[src/rtl/edm_pkg.sv]
// ----------------------------------------------------------------------------
// Euclidean distance matrix package
// Sizes, field widths, codes and the control word of the microcoded sequencer.
// ----------------------------------------------------------------------------
package edm_pkg;

   localparam int MAX_RECORDS = 16;
   localparam int MAX_DIMS    = 64;
   localparam int ELEM_BITS   = 16;

   localparam int REC_IDX_W  = $clog2(MAX_RECORDS);
   localparam int DIM_IDX_W  = $clog2(MAX_DIMS);
   localparam int DIM_CNT_W  = $clog2(MAX_DIMS + 1);
   localparam int ADDR_W     = REC_IDX_W + DIM_IDX_W;
   localparam int MEM_DEPTH  = MAX_RECORDS * MAX_DIMS;

   // Register and payload widths fixed by the interface.
   localparam int DIMS_REG_W = 7;
   localparam int DIMS_RESET = 64;
   localparam int DIST_W     = 19;
   localparam int STATUS_W   = 2;

   // Sum of squared differences and its root.
   localparam int SUM_W      = 2 * ELEM_BITS + DIM_IDX_W;
   localparam int ROOT_W     = (SUM_W + 1) / 2;
   localparam int ROOT_CNT_W = $clog2(ROOT_W);

   // Microprogram address width.
   localparam int UPC_W      = 4;

   typedef enum logic {
      OP_WRITE = 1'b0,
      OP_QUERY = 1'b1
   } op_type;

   typedef enum logic [STATUS_W-1:0] {
      ST_WRITE_OK   = 2'd0,
      ST_DIST_OK    = 2'd1,
      ST_NOT_LOADED = 2'd2
   } status_type;

   // Datapath action selected by the current control word.
   typedef enum logic [2:0] {
      ACT_NOP       = 3'd0,
      ACT_IDLE      = 3'd1,
      ACT_CLEAR     = 3'd2,
      ACT_ISSUE     = 3'd3,
      ACT_ROOT_LOAD = 3'd4,
      ACT_ROOT_STEP = 3'd5,
      ACT_EMIT      = 3'd6
   } act_type;

   // Jump condition of the control word.
   typedef enum logic [2:0] {
      COND_NEVER     = 3'd0,
      COND_ALWAYS    = 3'd1,
      COND_NO_FIRE   = 3'd2,
      COND_NOT_QUERY = 3'd3,
      COND_NO_DIMS   = 3'd4,
      COND_MORE      = 3'd5,
      COND_ROOT_MORE = 3'd6,
      COND_RSP_BUSY  = 3'd7
   } cond_sel_type;

   typedef struct packed {
      act_type            act;
      cond_sel_type       cond;
      logic [UPC_W-1:0]   target;
   } edm_ctl_type;

   // Flags the datapath reports back to the sequencer.
   typedef struct packed {
      logic fire;
      logic not_query;
      logic no_dims;
      logic more;
      logic root_more;
      logic rsp_busy;
   } edm_cond_type;

endpackage

[src/rtl/edm_sequencer.sv]
// ----------------------------------------------------------------------------
// Microcoded sequencer
// Step counter over a read-only program with conditional jumps.
// ----------------------------------------------------------------------------
module edm_sequencer
   import edm_pkg::*;
(
   input  logic         clock,
   input  logic         reset,
   input  edm_cond_type cond,
   output edm_ctl_type  ctl
);

   localparam logic [UPC_W-1:0] STEP_IDLE     = UPC_W'(0);
   localparam logic [UPC_W-1:0] STEP_DISPATCH = UPC_W'(1);
   localparam logic [UPC_W-1:0] STEP_CLEAR    = UPC_W'(2);
   localparam logic [UPC_W-1:0] STEP_LOOP     = UPC_W'(3);
   localparam logic [UPC_W-1:0] STEP_DRAIN0   = UPC_W'(4);
   localparam logic [UPC_W-1:0] STEP_DRAIN1   = UPC_W'(5);
   localparam logic [UPC_W-1:0] STEP_DRAIN2   = UPC_W'(6);
   localparam logic [UPC_W-1:0] STEP_ROOT0    = UPC_W'(7);
   localparam logic [UPC_W-1:0] STEP_ROOT     = UPC_W'(8);
   localparam logic [UPC_W-1:0] STEP_EMIT     = UPC_W'(9);
   localparam logic [UPC_W-1:0] STEP_RETURN   = UPC_W'(10);

   function automatic edm_ctl_type program_word(input logic [UPC_W-1:0] addr);
      edm_ctl_type w;
      case (addr)
         STEP_IDLE:     w = '{act: ACT_IDLE,      cond: COND_NO_FIRE,   target: STEP_IDLE};
         STEP_DISPATCH: w = '{act: ACT_NOP,       cond: COND_NOT_QUERY, target: STEP_EMIT};
         STEP_CLEAR:    w = '{act: ACT_CLEAR,     cond: COND_NO_DIMS,   target: STEP_DRAIN0};
         STEP_LOOP:     w = '{act: ACT_ISSUE,     cond: COND_MORE,      target: STEP_LOOP};
         // Three steps let the last element pass read, difference and square.
         STEP_DRAIN0:   w = '{act: ACT_NOP,       cond: COND_NEVER,     target: STEP_IDLE};
         STEP_DRAIN1:   w = '{act: ACT_NOP,       cond: COND_NEVER,     target: STEP_IDLE};
         STEP_DRAIN2:   w = '{act: ACT_NOP,       cond: COND_NEVER,     target: STEP_IDLE};
         STEP_ROOT0:    w = '{act: ACT_ROOT_LOAD, cond: COND_NEVER,     target: STEP_IDLE};
         STEP_ROOT:     w = '{act: ACT_ROOT_STEP, cond: COND_ROOT_MORE, target: STEP_ROOT};
         STEP_EMIT:     w = '{act: ACT_EMIT,      cond: COND_RSP_BUSY,  target: STEP_EMIT};
         STEP_RETURN:   w = '{act: ACT_NOP,       cond: COND_ALWAYS,    target: STEP_IDLE};
         default:       w = '{act: ACT_NOP,       cond: COND_ALWAYS,    target: STEP_IDLE};
      endcase
      return w;
   endfunction

   logic [UPC_W-1:0] upc_ff, upc_in;
   logic             take_jump;

   assign ctl = program_word(upc_ff);

   always_comb begin
      case (ctl.cond)
         COND_NEVER:     take_jump = 1'b0;
         COND_ALWAYS:    take_jump = 1'b1;
         COND_NO_FIRE:   take_jump = !cond.fire;
         COND_NOT_QUERY: take_jump = cond.not_query;
         COND_NO_DIMS:   take_jump = cond.no_dims;
         COND_MORE:      take_jump = cond.more;
         COND_ROOT_MORE: take_jump = cond.root_more;
         COND_RSP_BUSY:  take_jump = cond.rsp_busy;
         default:        take_jump = 1'b1;
      endcase
      upc_in = take_jump ? ctl.target : upc_ff + 1'b1;
   end

   always_ff @(posedge clock) begin
      if (reset) begin
         upc_ff <= STEP_IDLE;
      end else begin
         upc_ff <= upc_in;
      end
   end

endmodule

[config.mk]
export PLATFORM = sky130hd
export DESIGN_NAME = edm_sequencer
export DESIGN_NICKNAME = d
export VERILOG_FILES = /design/src/rtl/edm_pkg.sv /design/src/rtl/edm_sequencer.sv
export SDC_FILE = /design/constraint.sdc
export NUM_CORES = 1
export LEC_CHECK = 0
export BUFFER_PORTS_ARGS = -buffer_cell sky130_fd_sc_hd__buf_2
export CORE_MARGIN = 4
export CORE_UTILIZATION = 44
export CTS_CLUSTER_SIZE = 20
export DETAILED_ROUTE_END_ITERATION = 7
export PLACE_DENSITY = 0.71
export RECOVER_POWER = 100
export SLEW_MARGIN = 20
export SYNTH_ARGS = -nofsm -noshare
export SYNTH_HDL_FRONTEND = slang
export SYNTH_SLANG_ARGS = --single-unit
[constraint.sdc]
create_clock -name clock -period 2.1 [get_ports clock]
set_input_delay 0.315 -clock clock [delete_from_list [all_inputs] [get_ports clock]]
set_output_delay 0.315 -clock clock [all_outputs]
set_load 0.01 [all_outputs]
# Word level (Yosys, flattened, before mapping)
# Memory sizes are Yosys's and may differ from the RTL's. A register that Yosys moved wholly into a read port is not among the register bits.
# Index checks and enable logic that the tools add are counted.
word_totals:
  ff_bits: 4
  latch_bits: 0
  ramBits: 0
  mem_bits_ro: 160
  inputBits: 8
  out_inout_bits: 10
  word_cells: 15
  n_memories: 1
classes:
  addsub: 1
  mul: 0
  div: 0
  order_cmp: 0
  n_eq_ne: 7
  shifts: 0
  mux: 3
  n_bitwise: 0
  reduce_logical: 2
mem_list:
  columns: ["name", "depth", "width", "read_ports", "rd_ports_with_merged_regs", "write_ports", "line_no", "rtl"]
  rows:
  - ["(name not given)", 16, 10, 1, 1, 0, "edm_sequencer.sv:28", "case (addr)"]
op_table:
  columns: ["cell", "count"]
  rows:
  - ["$eq A3 B3 Y1 const B", 4]
  - ["$mux W4", 2]
  - ["$pmux W1 S8", 1]
  - ["$eq A3 B2 Y1 const B", 2]
  - ["$add A4 B1 Y4 const B", 1]
  - ["$eq A3 B1 Y1 const B", 1]
  - ["$logic_not A3 Y1", 1]
  - ["$logic_not A1 Y1", 1]

# Longest topological paths before layout
# Gate-level depths: netlist of the first run.
logic_depth:
  depth_word: 4
  depth_mapped: 10
  mapped_depth_nobuf: 9

# Worst setup path before layout of the first run
# Ideal clock, no wire load.
synth_timing:
  kind: "flip-flop to flip-flop"
  from: "register ctl[4] (netlist name)"
  to: "register ctl[0] (netlist name)"
  setup_ns: 0.121
  arrival_ns: 2.129
  required_time_ns: 1.979
  setup_slack_ns: -0.149
  stages_incl_launch_ff: 10
  n_path_buf: 1
  period_less_slack_ns: 2.249
  cell_sequence: "dfxtp_1 or4b_1 o311ai_1 a31o_2 buf_6 mux2i_2 inv_1 ha_1 o211ai_1 nor2_1"
synth_via:
  elab_chain_len: 4
  elab_cells_between_ends: 11
  classes_between: "7 x eq/ne; 3 x mux; 1 x reduce/logical"
synth_rtl:
  columns: ["item", "line_no", "rtl"]
  rows:
  - ["$eq A3 B3 Y1 (tied with other cells)", "edm_sequencer.sv:52", "case (ctl.cond)"]
  - ["$pmux W1 S8 (*)", "edm_sequencer.sv:52", null]
  - ["$mux W4 (*)", "edm_sequencer.sv:63", "upc_in = take_jump ? ctl.target : upc_ff + 1'b1;"]
  - ["$mux W4 (no source line) (*)", null, null]
# Every way passes the cells marked *; elsewhere a longest branch is shown, timed or not.
# A chain may end at the register's enable or synchronous reset.

# Worst setup path after layout of the first run
layout_timing:
  from: "register ctl[6] (netlist name)"
  to: "register ctl[0] (netlist name)"
layout_via:
  elab_chain_len: 4
  elab_cells_between_ends: 11
  classes_between: "7 x eq/ne; 3 x mux; 1 x reduce/logical"
layout_rtl:
  columns: ["item", "line_no"]
  rows:
  - ["$eq A3 B3 Y1 (tied with other cells)", "edm_sequencer.sv:52"]
  - ["$pmux W1 S8 (*)", "edm_sequencer.sv:52"]
  - ["$mux W4 (*)", "edm_sequencer.sv:63"]
  - ["$mux W4 (no source line) (*)", null]
# Marked as above.

==> qor.yml, run 1 <==
status: "finished, final reports clean"
critPathKind: "reg -> reg"
worstSetupEndpointType: "flop"
grt_setup_unrepaired: "true"
pin_count: 18
groute.usage.overall: 0.153
synth_top_cells_by_count: "sky130_fd_sc_hd__dfxtp_1, sky130_fd_sc_hd__nor2_1, sky130_fd_sc_hd__inv_1"
grt_start_max_net_pins: 9
clock_skew_ns: 0.00565
drt_iter0_drc: 6
hold_path_class: "in -> reg"
worst_hold_slack_ns: 0.502
yosysTopAreaCell: "sky130_fd_sc_hd__dfxtp_1"
post_route_cells_drive_above_1_share: 0.468
netlist.area_leader.share: 0.417
synth_seq_area_share: 0.417
max_cap_viol_count: 0
leakage_nw: 0.464
async_reset_ff_frac: 0
timing.critical_path.arrival_ns: 2.26
h-tree-depth: 1
power_per_cell_area_nw_per_um2: 1470
hpwlAfterDp_um: 1210
time_the_final_worst_path_needs_with_i_o_delays_and_setup_ns: 2.09
die_area_um2: 2220
setup_viol_count_final: 0
timing_worst_slew_pin_value_ns: 0.263
holdBufCountCts: 0
grt_pass1_vias: 593
post-place-ws_ns: -0.100
mappedNetlistNets: 81
coreArea_um2: 1370
postSynthRegisterBits: 14
min_period_over_period: 0.994
finalWorstSetupSlack_ns: 0.0123
fmax_ghz: 0.479
cts-root-buf: "sky130_fd_sc_hd__clkbuf_4"
synth.most_common_cell: "sky130_fd_sc_hd__dfxtp_1"
grt_first_pass_wirelength_um: 2440
maxSlewViolCount: 0
yosys_warnings: 0
slew_headroom: 0.821
synth_cell_type_count: 26
die_x_um: 47.1
antenna_violations_before_repair: 0
drt-wirelength-per-cell_um: 13.1
startpoint_type: "flop"
placedCellCount: 114
register_clock_pin_slew_on_the_reported_worst_setup_and_hold_paths_ns: 0.09
finalCoreUtilization: 0.740
cp_max_fo: 4
hold_violations: 0
irDropWorstVdd_mv: 0.904
post_synth_main_area_contributors: "sky130_fd_sc_hd__dfxtp_1, sky130_fd_sc_hd__ha_1, sky130_fd_sc_hd__mux2i_1"
tritoncts: "built"
synthesis.instances: 69
synth_enable_flop_cells: 0
clock_sink_count: 14
core_rows: 13
dieHeight_um: 47.1
worst_ep_required_time_ns: 2.27
worst_skew_pair.late_latency_ns: 0.29
flow.area_growth_from_synthesis_pct: 50.5
insertedDiodeCount: 0
routed_wl_um: 1630
fin_nets: 122
total_power_mw: 1.48
drcViolationCount: 0
syn_area_per_cell_um2: 9.74
finish.cell_count_without_fillers: 124
number_of_buffers_created_by_cts: 3
gp_congestion: 0.847
detailroute.via_count: 640
cts-root-to-sink-buffers: 2
drt_via_density: 5.16
number_of_antenna_violating_nets_in_the_routed_design: 0
grt-ovfl-total: 0
post_synthesis_cell_area_um2: 672
initial_core_util: 0.492
first_pass_detailed_route_iteration_total: 3
ys_dominant_reg_cell: "sky130_fd_sc_hd__dfxtp_1"
port_buffers: 17
==> repair_timing <==
action | 4_1_cts | 5_1_grt
pin swaps | 4 | 3
setup buffers | 3 | 3
gates cloned | 0 | 0
setup endpoints to repair | 6 | 7
resized for setup | 4 | 11
==> stage by stage <==
| step | cell area, µm² | setup TNS (ns) |
|---|---|---|
| 2_1_floorplan | 684 | -0.000704 |
| 3_3_place_gp | 882 | -0.183 |
| 3_5_place_dp | 882 | -0.468 |
| 4_1_cts | 967 | 0 |
| 5_1_grt | 1010 | -0.297 |
| 6_report | 1010 | 0 |
==> report_power, final <==
group	internal (mW)	leakage (nW)	total (mW)	switching, mW
registers	0.365	0.116	0.413	0.0476
clock network	0.106	0.0210	0.198	0.0919
logic	0.464	0.327	0.873	0.408
total	0.935	0.464	1.48	0.548
==> cell usage in the layout, fill, tap and decap left out, types with 2 or more instances in the layout <==
master,netlist,routed
sky130_fd_sc_hd__a31o_2,2,2
sky130_fd_sc_hd__buf_6,1,5
sky130_fd_sc_hd__nand3_1,2,2
sky130_fd_sc_hd__clkbuf_1,0,8
sky130_fd_sc_hd__mux2i_4,1,3
sky130_fd_sc_hd__mux2i_1,4,3
sky130_fd_sc_hd__a21oi_1,3,2
sky130_fd_sc_hd__buf_2,0,9
sky130_fd_sc_hd__inv_4,0,2
sky130_fd_sc_hd__inv_2,0,2
sky130_fd_sc_hd__nor2b_1,2,2
sky130_fd_sc_hd__dfxtp_1,14,13
sky130_fd_sc_hd__nor2_1,9,9
sky130_fd_sc_hd__inv_1,6,4
sky130_fd_sc_hd__nand2_1,4,3
sky130_fd_sc_hd__xnor2_1,2,2
sky130_fd_sc_hd__ha_1,4,2
sky130_fd_sc_hd__buf_4,0,15
sky130_fd_sc_hd__clkbuf_4,0,3
==> layer usage <==
layer  GRT usage  up-vias  part of all wire
li1            -      316                 -
met1       0.180      304              0.42
met2       0.276       15              0.51
met3      0.0268        5             0.045
met4      0.0497        0             0.026
met5           0        -                 0
==> worst max-delay path, cell delays in order (launching register included) <==
cell and delay (ns):
sky130_fd_sc_hd__dfxtp_1 0.32, sky130_fd_sc_hd__or4b_1 0.49, sky130_fd_sc_hd__o311ai_1 0.08, sky130_fd_sc_hd__a31o_2 0.26, sky130_fd_sc_hd__mux2i_4 0.28, sky130_fd_sc_hd__inv_2 0.08
sky130_fd_sc_hd__ha_4 0.16, sky130_fd_sc_hd__o211ai_1 0.22, sky130_fd_sc_hd__nor2_1 0.08
==> sequential cells by signal, summed over array words and instances, names as in the netlist <==
signal  flops
ctl        10
upc_ff      4
==> final timing paths <==
| path | startpoint | endpoint | slack (ns) | cells past startpoint |
|---|---|---|---|---|
| min reg2reg | ctl[1] | ctl[8] | 0.59 | 2 |
| min | reset | ctl[8] | 0.50 | 4 |
| max reg2reg | ctl[6] | ctl[0] | 0.01 | 8 |
| max | ctl[6] | ctl[0] | 0.01 | 8 |
==> layout make-up <==
cell class / count / area [µm²]
Sequential cell: 14 / 282
Timing Repair Buffer: 37 / 244
Inverter: 8 / 35.0
Clock buffer: 4 / 36.3
Tap cell: 15 / 18.8
Fill cell: 98 / 355
Multi-Input combinational cell: 46 / 395
==> cell families (layout without fill, tap and decap cells) <==
group	after synthesis	after routing	synth area share
compound gates	11	11	0.115
xor+xnor	3	3	0.0391
fa+ha+maj	4	4	0.0745
buf+inv	9	49	0.0652
flops	14	14	0.417
mux	7	7	0.134
simple gates	21	21	0.155
(Power assumes the default switching activity.)
==> inputs of run 2 (changes only) <==
- CORE_UTILIZATION: 44 -> 47
- CTS_BUF_LIST: default -> sky130_fd_sc_hd__clkbuf_4
- PLACE_DENSITY: 0.71 -> 0.75
==> qor.yml, run 2 (synthesis results as in run 1) <==
clock_skew_ns: 0.00838  # +0.00273 ns
seq_power_share: 0.281  # +0.003
port_buffers: 17  # unchanged
hold_violations: 0  # unchanged
core_rows: 13  # unchanged
startpoint_type: "flop"
initial_core_util: 0.510  # +0.0182
status: "finished, final reports clean"
number_of_antenna_violating_nets_in_the_routed_design: 0  # unchanged
critical_path.reg2reg.endpoint: "ctl[8]"
power.combinational.fraction: 0.612  # +0.024
finish.cell_count_without_fillers: 121  # -2.4%
power_per_cell_area_nw_per_um2: 1490  # +1.7%
finalCoreUtilization: 0.756  # +0.0160
clock_sink_count: 14  # unchanged
grt_first_pass_wirelength_um: 2470  # +1.4%
dieHeight_um: 45.8  # -2.7%
commonest_non_fill_non_tap_cell_in_the_layout: "sky130_fd_sc_hd__buf_4"
area.sequential_um2: 283  # +0.44%
antenna_violations_before_repair: 0  # unchanged
worstRegToRegCells: 9  # +1
final_cell_mix: "sky130_fd_sc_hd__buf_4, sky130_fd_sc_hd__dfxtp_1, sky130_fd_sc_hd__buf_2"
post_route_cells_drive_above_1_share: 0.462  # -0.00563
cp_max_fo: 4  # unchanged
hold_path_class: "in -> reg"
hp-start: "reset"
drt_iter0_drc: 5  # -1
first_pass_detailed_route_iteration_total: 4  # +1
leakage_nw: 0.453  # -2.4%
die_x_um: 45.8  # -2.7%
register_clock_pin_slew_on_the_reported_worst_setup_and_hold_paths_ns: 0.09  # about the same
fmax_ghz: 0.484  # +0.95%
setup_total_neg_slack_ns: 0  # unchanged
slew_headroom: 0.849  # +0.0283
whs_endpoint: "ctl[0]"
number_of_buffers_created_by_cts: 3  # unchanged
fillers: 93  # -5.1%
h-tree-depth: 1  # unchanged
pin_count: 18  # unchanged
hold_crit_depth: 4  # unchanged
sw_frac_of_total: 0.378  # +0.00862
crit-reg2reg-launch: "ctl[6]"
cts-root-to-sink-buffers: 2  # unchanged
tritoncts: "built"
hpwlAfterDp_um: 1100  # -9.1%
cts-root-buf: "sky130_fd_sc_hd__clkbuf_4"
gp_congestion: 0.841  # -0.70%
fraction_of_power_consumed_by_the_clock_network: 0.107  # -0.026
maxSlewViolCount: 0  # unchanged
grt_pass1_vias: 567  # -4.4%
fin_nets: 119  # -2.5%
flow.area_growth_from_synthesis_pct: 48.2
worstSetupEndpointType: "flop"
setup_viol_count_final: 0  # unchanged
die_area_um2: 2100  # -5.3%
worst_hold_slack_ns: 0.487  # -0.0151 ns
number_of_flip_flops_in_the_largest_register: 10  # unchanged
grt-ovfl-total: 0  # unchanged
grt_start_max_net_pins: 9  # unchanged
postPlaceCellArea_um2: 852  # -3.4%
final_cell_area_um2: 996  # -1.5%
insertedDiodeCount: 0  # unchanged
drt_via_density: 4.96  # -3.9%
irDropWorstVdd_mv: 0.798  # -12%
intPower_mw: 0.924  # -1.1%
groute.usage.overall: 0.176  # +0.0229
timing.critical_path.arrival_ns: 2.25  # about the same
grt_setup_unrepaired: "true"
worst_skew_pair.late_latency_ns: 0.29  # about the same
drt-wirelength-per-cell_um: 14.2  # +8.1%
min_period_over_period: 0.985  # -0.00933
holdBufCountCts: 0  # unchanged
critPathKind: "reg -> reg"
timing_worst_slew_pin_value_ns: 0.222  # -0.0412 ns
coreArea_um2: 1320  # -3.6%
multi_input_comb_area_um2: 423  # +7.0%
worst_ep_required_time_ns: 2.28  # about the same
p_switching_mw: 0.562  # +2.6%
routed_wl_um: 1720  # +5.5%
time_the_final_worst_path_needs_with_i_o_delays_and_setup_ns: 2.07  # -0.0196 ns
r2r_setup_slack_ns: 0.03  # +0.02 ns
drcViolationCount: 0  # unchanged
placedCellCount: 110  # -3.5%
max_cap_viol_count: 0  # unchanged
detailroute.via_count: 600  # -6.3%
## run 2: changes by cell type in the layout (fill, tap and decap cells not counted), sizes merged
cell	previous run	this run
buf	29	26
clkinv	0	3
inv	8	6
clkbuf	12	11
## run 2: worst max-delay path by stage
stage	depth (start not counted)	from	to	slack (ns)
final	9	ctl[6]	ctl[8]	0.03
after CTS	9	ctl[6]	ctl[8]	-0.009
after detailed placement	8	cond[5]	ctl[7]	-0.08
after floorplan	8	ctl[4]	ctl[7]	-0.0007
after global routing	9	ctl[6]	ctl[0]	-0.03
after global placement	9	cond[5]	ctl[4]	-0.005
## run 2: critical path, stage by stage, from the launching register on
cell and delay (ns):
sky130_fd_sc_hd__dfxtp_2 0.33, sky130_fd_sc_hd__or4b_4 0.53, sky130_fd_sc_hd__o311ai_4 0.08, sky130_fd_sc_hd__a31o_4 0.18, sky130_fd_sc_hd__buf_12 0.11, sky130_fd_sc_hd__mux2i_4 0.21
sky130_fd_sc_hd__inv_2 0.08, sky130_fd_sc_hd__ha_4 0.16, sky130_fd_sc_hd__o211ai_1 0.21, sky130_fd_sc_hd__a21oi_1 0.08
## run 2: area by class of cell
type / instances / area share
Clock buffer: 3 / 0.0226
Clock inverter: 1 / 0.00377
Inverter: 8 / 0.0327
Multi-Input combinational cell: 46 / 0.425
Sequential cell: 14 / 0.284
Tap cell: 15 / 0.0188
Timing Repair Buffer: 34 / 0.214
## run 2: through the flow
stage | worst slack [ns] | power (mW)
6_report | 0.0319 | 1.49
5_1_grt | -0.0286 | 1.57
4_1_cts | -0.00946 | 1.35
3_5_place_dp | -0.0797 | 1.09
3_3_place_gp | -0.00497 | 1.07
2_1_floorplan | -0.000704 | 0.862
## run 2: power by group through the flow
stage | combinational [mW] | sequential (mW) | clock (mW)
global placement | 0.664 | 0.410 | 0
detailed placement | 0.671 | 0.417 | 0
global route | 0.979 | 0.423 | 0.171
floorplan | 0.410 | 0.452 | 0
CTS | 0.780 | 0.413 | 0.160
finish | 0.909 | 0.418 | 0.159
## run 2: metal layers
layer	share of wire	routed length (µm)	vias up	global-route usage
li1	-	-	306	-
met1	0.40	686	280	0.177
met2	0.54	925	10	0.318
met3	0.037	63	4	0.0237
met4	0.026	44	0	0.136
met5	0	0	-	0
## run 2: repair_timing
item                                    in CTS  in global routing
endpoints found under the setup margin       6                  9
pin swaps                                    3                  5
resized for setup                            2                  8
buffers inserted                             4                  3
==> inputs of run 3 (changes only) <==
- PLACE_DENSITY: 0.75 -> 0.74
==> qor.yml, run 3 (synthesis results as in run 1) <==
port_buffers: 17  # unchanged
min_period_over_period: 0.988  # +0.00290
clock_skew_ns: 0.00939  # +0.00101 ns
cts-root-buf: "sky130_fd_sc_hd__clkbuf_4"
hold_violations: 0  # unchanged
critPathKind: "reg -> reg"
core_rows: 13  # unchanged
grt_start_max_net_pins: 9  # unchanged
fin_nets: 119  # unchanged
timing.critical_path.arrival_ns: 2.26  # about the same
worstSetupEndpointType: "flop"
groute.usage.overall: 0.149  # -0.0266
critical_path.reg2reg.endpoint: "ctl[7]"
post_route_cells_drive_above_1_share: 0.396  # -0.0660
grt_pass1_vias: 563  # -0.71%
die_x_um: 45.8  # unchanged
dieHeight_um: 45.8  # unchanged
worst_ep_required_time_ns: 2.29  # about the same
number_of_flip_flops_in_the_largest_register: 10  # unchanged
antenna_violations_before_repair: 0  # unchanged
worst_skew_pair.late_latency_ns: 0.28  # about the same
leakage_nw: 0.443  # -2.1%
hp-start: "reset"
time_the_final_worst_path_needs_with_i_o_delays_and_setup_ns: 2.07  # +0.00609 ns
postPlaceCellArea_um2: 867  # +1.8%
first_pass_detailed_route_iteration_total: 2  # -2
timing.critical_path.cells: "or4b_1 > o311ai_1 > a31o_2 > buf_6 > mux2i_4 > inv_2 > ha_1 > a211oi_1"
finalCoreUtilization: 0.716  # -0.0399
number_of_buffers_created_by_cts: 3  # unchanged
drcViolationCount: 0  # unchanged
grt_setup_unrepaired: "true"
routed_wl_um: 1330  # -23%
tritoncts: "built"
total_power_mw: 1.33  # -10%
grt_first_pass_wirelength_um: 2260  # -8.7%
crit-reg2reg-launch: "ctl[6]"
worstRegToRegCells: 8  # -1
hold_path_class: "in -> reg"
setup_total_neg_slack_ns: 0  # unchanged
holdBufCountCts: 0  # unchanged
drt_iter0_drc: 7  # +2
setup_viol_count_final: 0  # unchanged
fmax_ghz: 0.482  # -0.29%
r2r_setup_slack_ns: 0.03  # about the same
whs_endpoint: "ctl[8]"
startpoint_type: "flop"
cp_max_fo: 4  # unchanged
power_per_cell_area_nw_per_um2: 1410  # -5.4%
fillers: 113  # +22%
gp_congestion: 0.825  # -1.9%
commonest_non_fill_non_tap_cell_in_the_layout: "sky130_fd_sc_hd__buf_4"
slew_headroom: 0.844  # -0.00544
detailroute.via_count: 580  # -3.3%
pin_count: 18  # unchanged
cts-root-to-sink-buffers: 2  # unchanged
grt-ovfl-total: 0  # unchanged
timing_worst_slew_pin_value_ns: 0.230  # +0.00890 ns
hpwlAfterDp_um: 1110  # +0.84%
critical_path.max_stage_delay_ns: 0.50  # -0.03 ns
drt-wirelength-per-cell_um: 11.0  # -23%
grt_busiest_layer: "met2"
flow.area_growth_from_synthesis_pct: 40.4
insertedDiodeCount: 0  # unchanged
groute.layer.met1.usage: 0.165  # -0.0119
clock_sink_count: 14  # unchanged
max_cap_viol_count: 0  # unchanged
drt_via_density: 4.79  # -3.3%
irDropWorstVdd_mv: 0.767  # -3.9%
hold_crit_depth: 4  # unchanged
number_of_antenna_violating_nets_in_the_routed_design: 0  # unchanged
global_route.usage.met2: 0.273  # -0.0446
global_route.usage.met3: 0.0237  # unchanged
initial_core_util: 0.510  # unchanged
critical_path.slowest_cell: "sky130_fd_sc_hd__or4b_1"
die_area_um2: 2100  # unchanged
status: "finished, final reports clean"
final_cell_area_um2: 943  # -5.3%
final_cell_mix: "sky130_fd_sc_hd__buf_4, sky130_fd_sc_hd__dfxtp_1, sky130_fd_sc_hd__nor2_1, sky130_fd_sc_hd__buf_2, sky130_fd_sc_hd__clkbuf_1"
register_clock_pin_slew_on_the_reported_worst_setup_and_hold_paths_ns: 0.08  # about the same
coreArea_um2: 1320  # unchanged
h-tree-depth: 1  # unchanged
maxSlewViolCount: 0  # unchanged
[run 3: repair_timing]
item	in CTS	in global routing
endpoints found under the setup margin	5	8
endpoints found under the hold margin	0	0
resized for setup	0	4
pin swaps	0	4
buffers inserted	2	3
[run 3: area by class of cell]
class	count	area, µm²	share of cell area
Timing Repair Buffer	34	206	0.219
Tap cell	15	18.8	0.0199
Clock inverter	1	3.75	0.00398
Clock buffer	3	22.5	0.0239
Multi-Input combinational cell	46	378	0.401
Inverter	8	32.5	0.0345
Sequential cell	14	282	0.298
[run 3: worst max-delay path: cells and delay by family, from the launching register on]
kind / cells / cell delay [ns]
adder cells (fa/ha/maj): 1 / 0.27
AO/OA/AOI/OAI: 3 / 0.48
flip-flops: 1 / 0.32
buffers and inverters: 2 / 0.20
multiplexers: 1 / 0.22
AND/OR/NAND/NOR: 1 / 0.50
[run 3: worst max path at each step]
stage            start  endpoint  depth (start not counted)
6_report        ctl[6]    ctl[7]                          8
5_1_grt         ctl[6]    ctl[0]                          9
4_1_cts         ctl[4]    ctl[7]                          8
3_5_place_dp   cond[5]    ctl[7]                          8
3_3_place_gp   cond[5]    ctl[8]                         10
2_1_floorplan   ctl[4]    ctl[7]                          8
[run 3: per-layer routing]
| metal | vias up | part of all wire |
|---|---|---|
| met5 | - | 0 |
| met4 | 0 | 0.017 |
| met3 | 2 | 0.045 |
| met2 | 12 | 0.51 |
| met1 | 252 | 0.43 |
| li1 | 314 | - |
[run 3: power by group]
group          switching, mW  internal, mW  leakage [nW]
registers             0.0419         0.364         0.116
logic                  0.363         0.412         0.312
clock network         0.0827        0.0689        0.0154
total                  0.487         0.845         0.443
[run 3: through the flow]
| step | hold slack (ns) | worst slack, ns | cells |
|---|---|---|---|
| floorplan | 0.551 | -0.000704 | 69 |
| global placement | 0.573 | -0.0391 | 112 |
| detailed placement | 0.575 | -0.110 | 112 |
| CTS | 0.435 | 0.0139 | 118 |
| global route | 0.494 | -0.0718 | 121 |
| finish | 0.441 | 0.0258 | 121 |
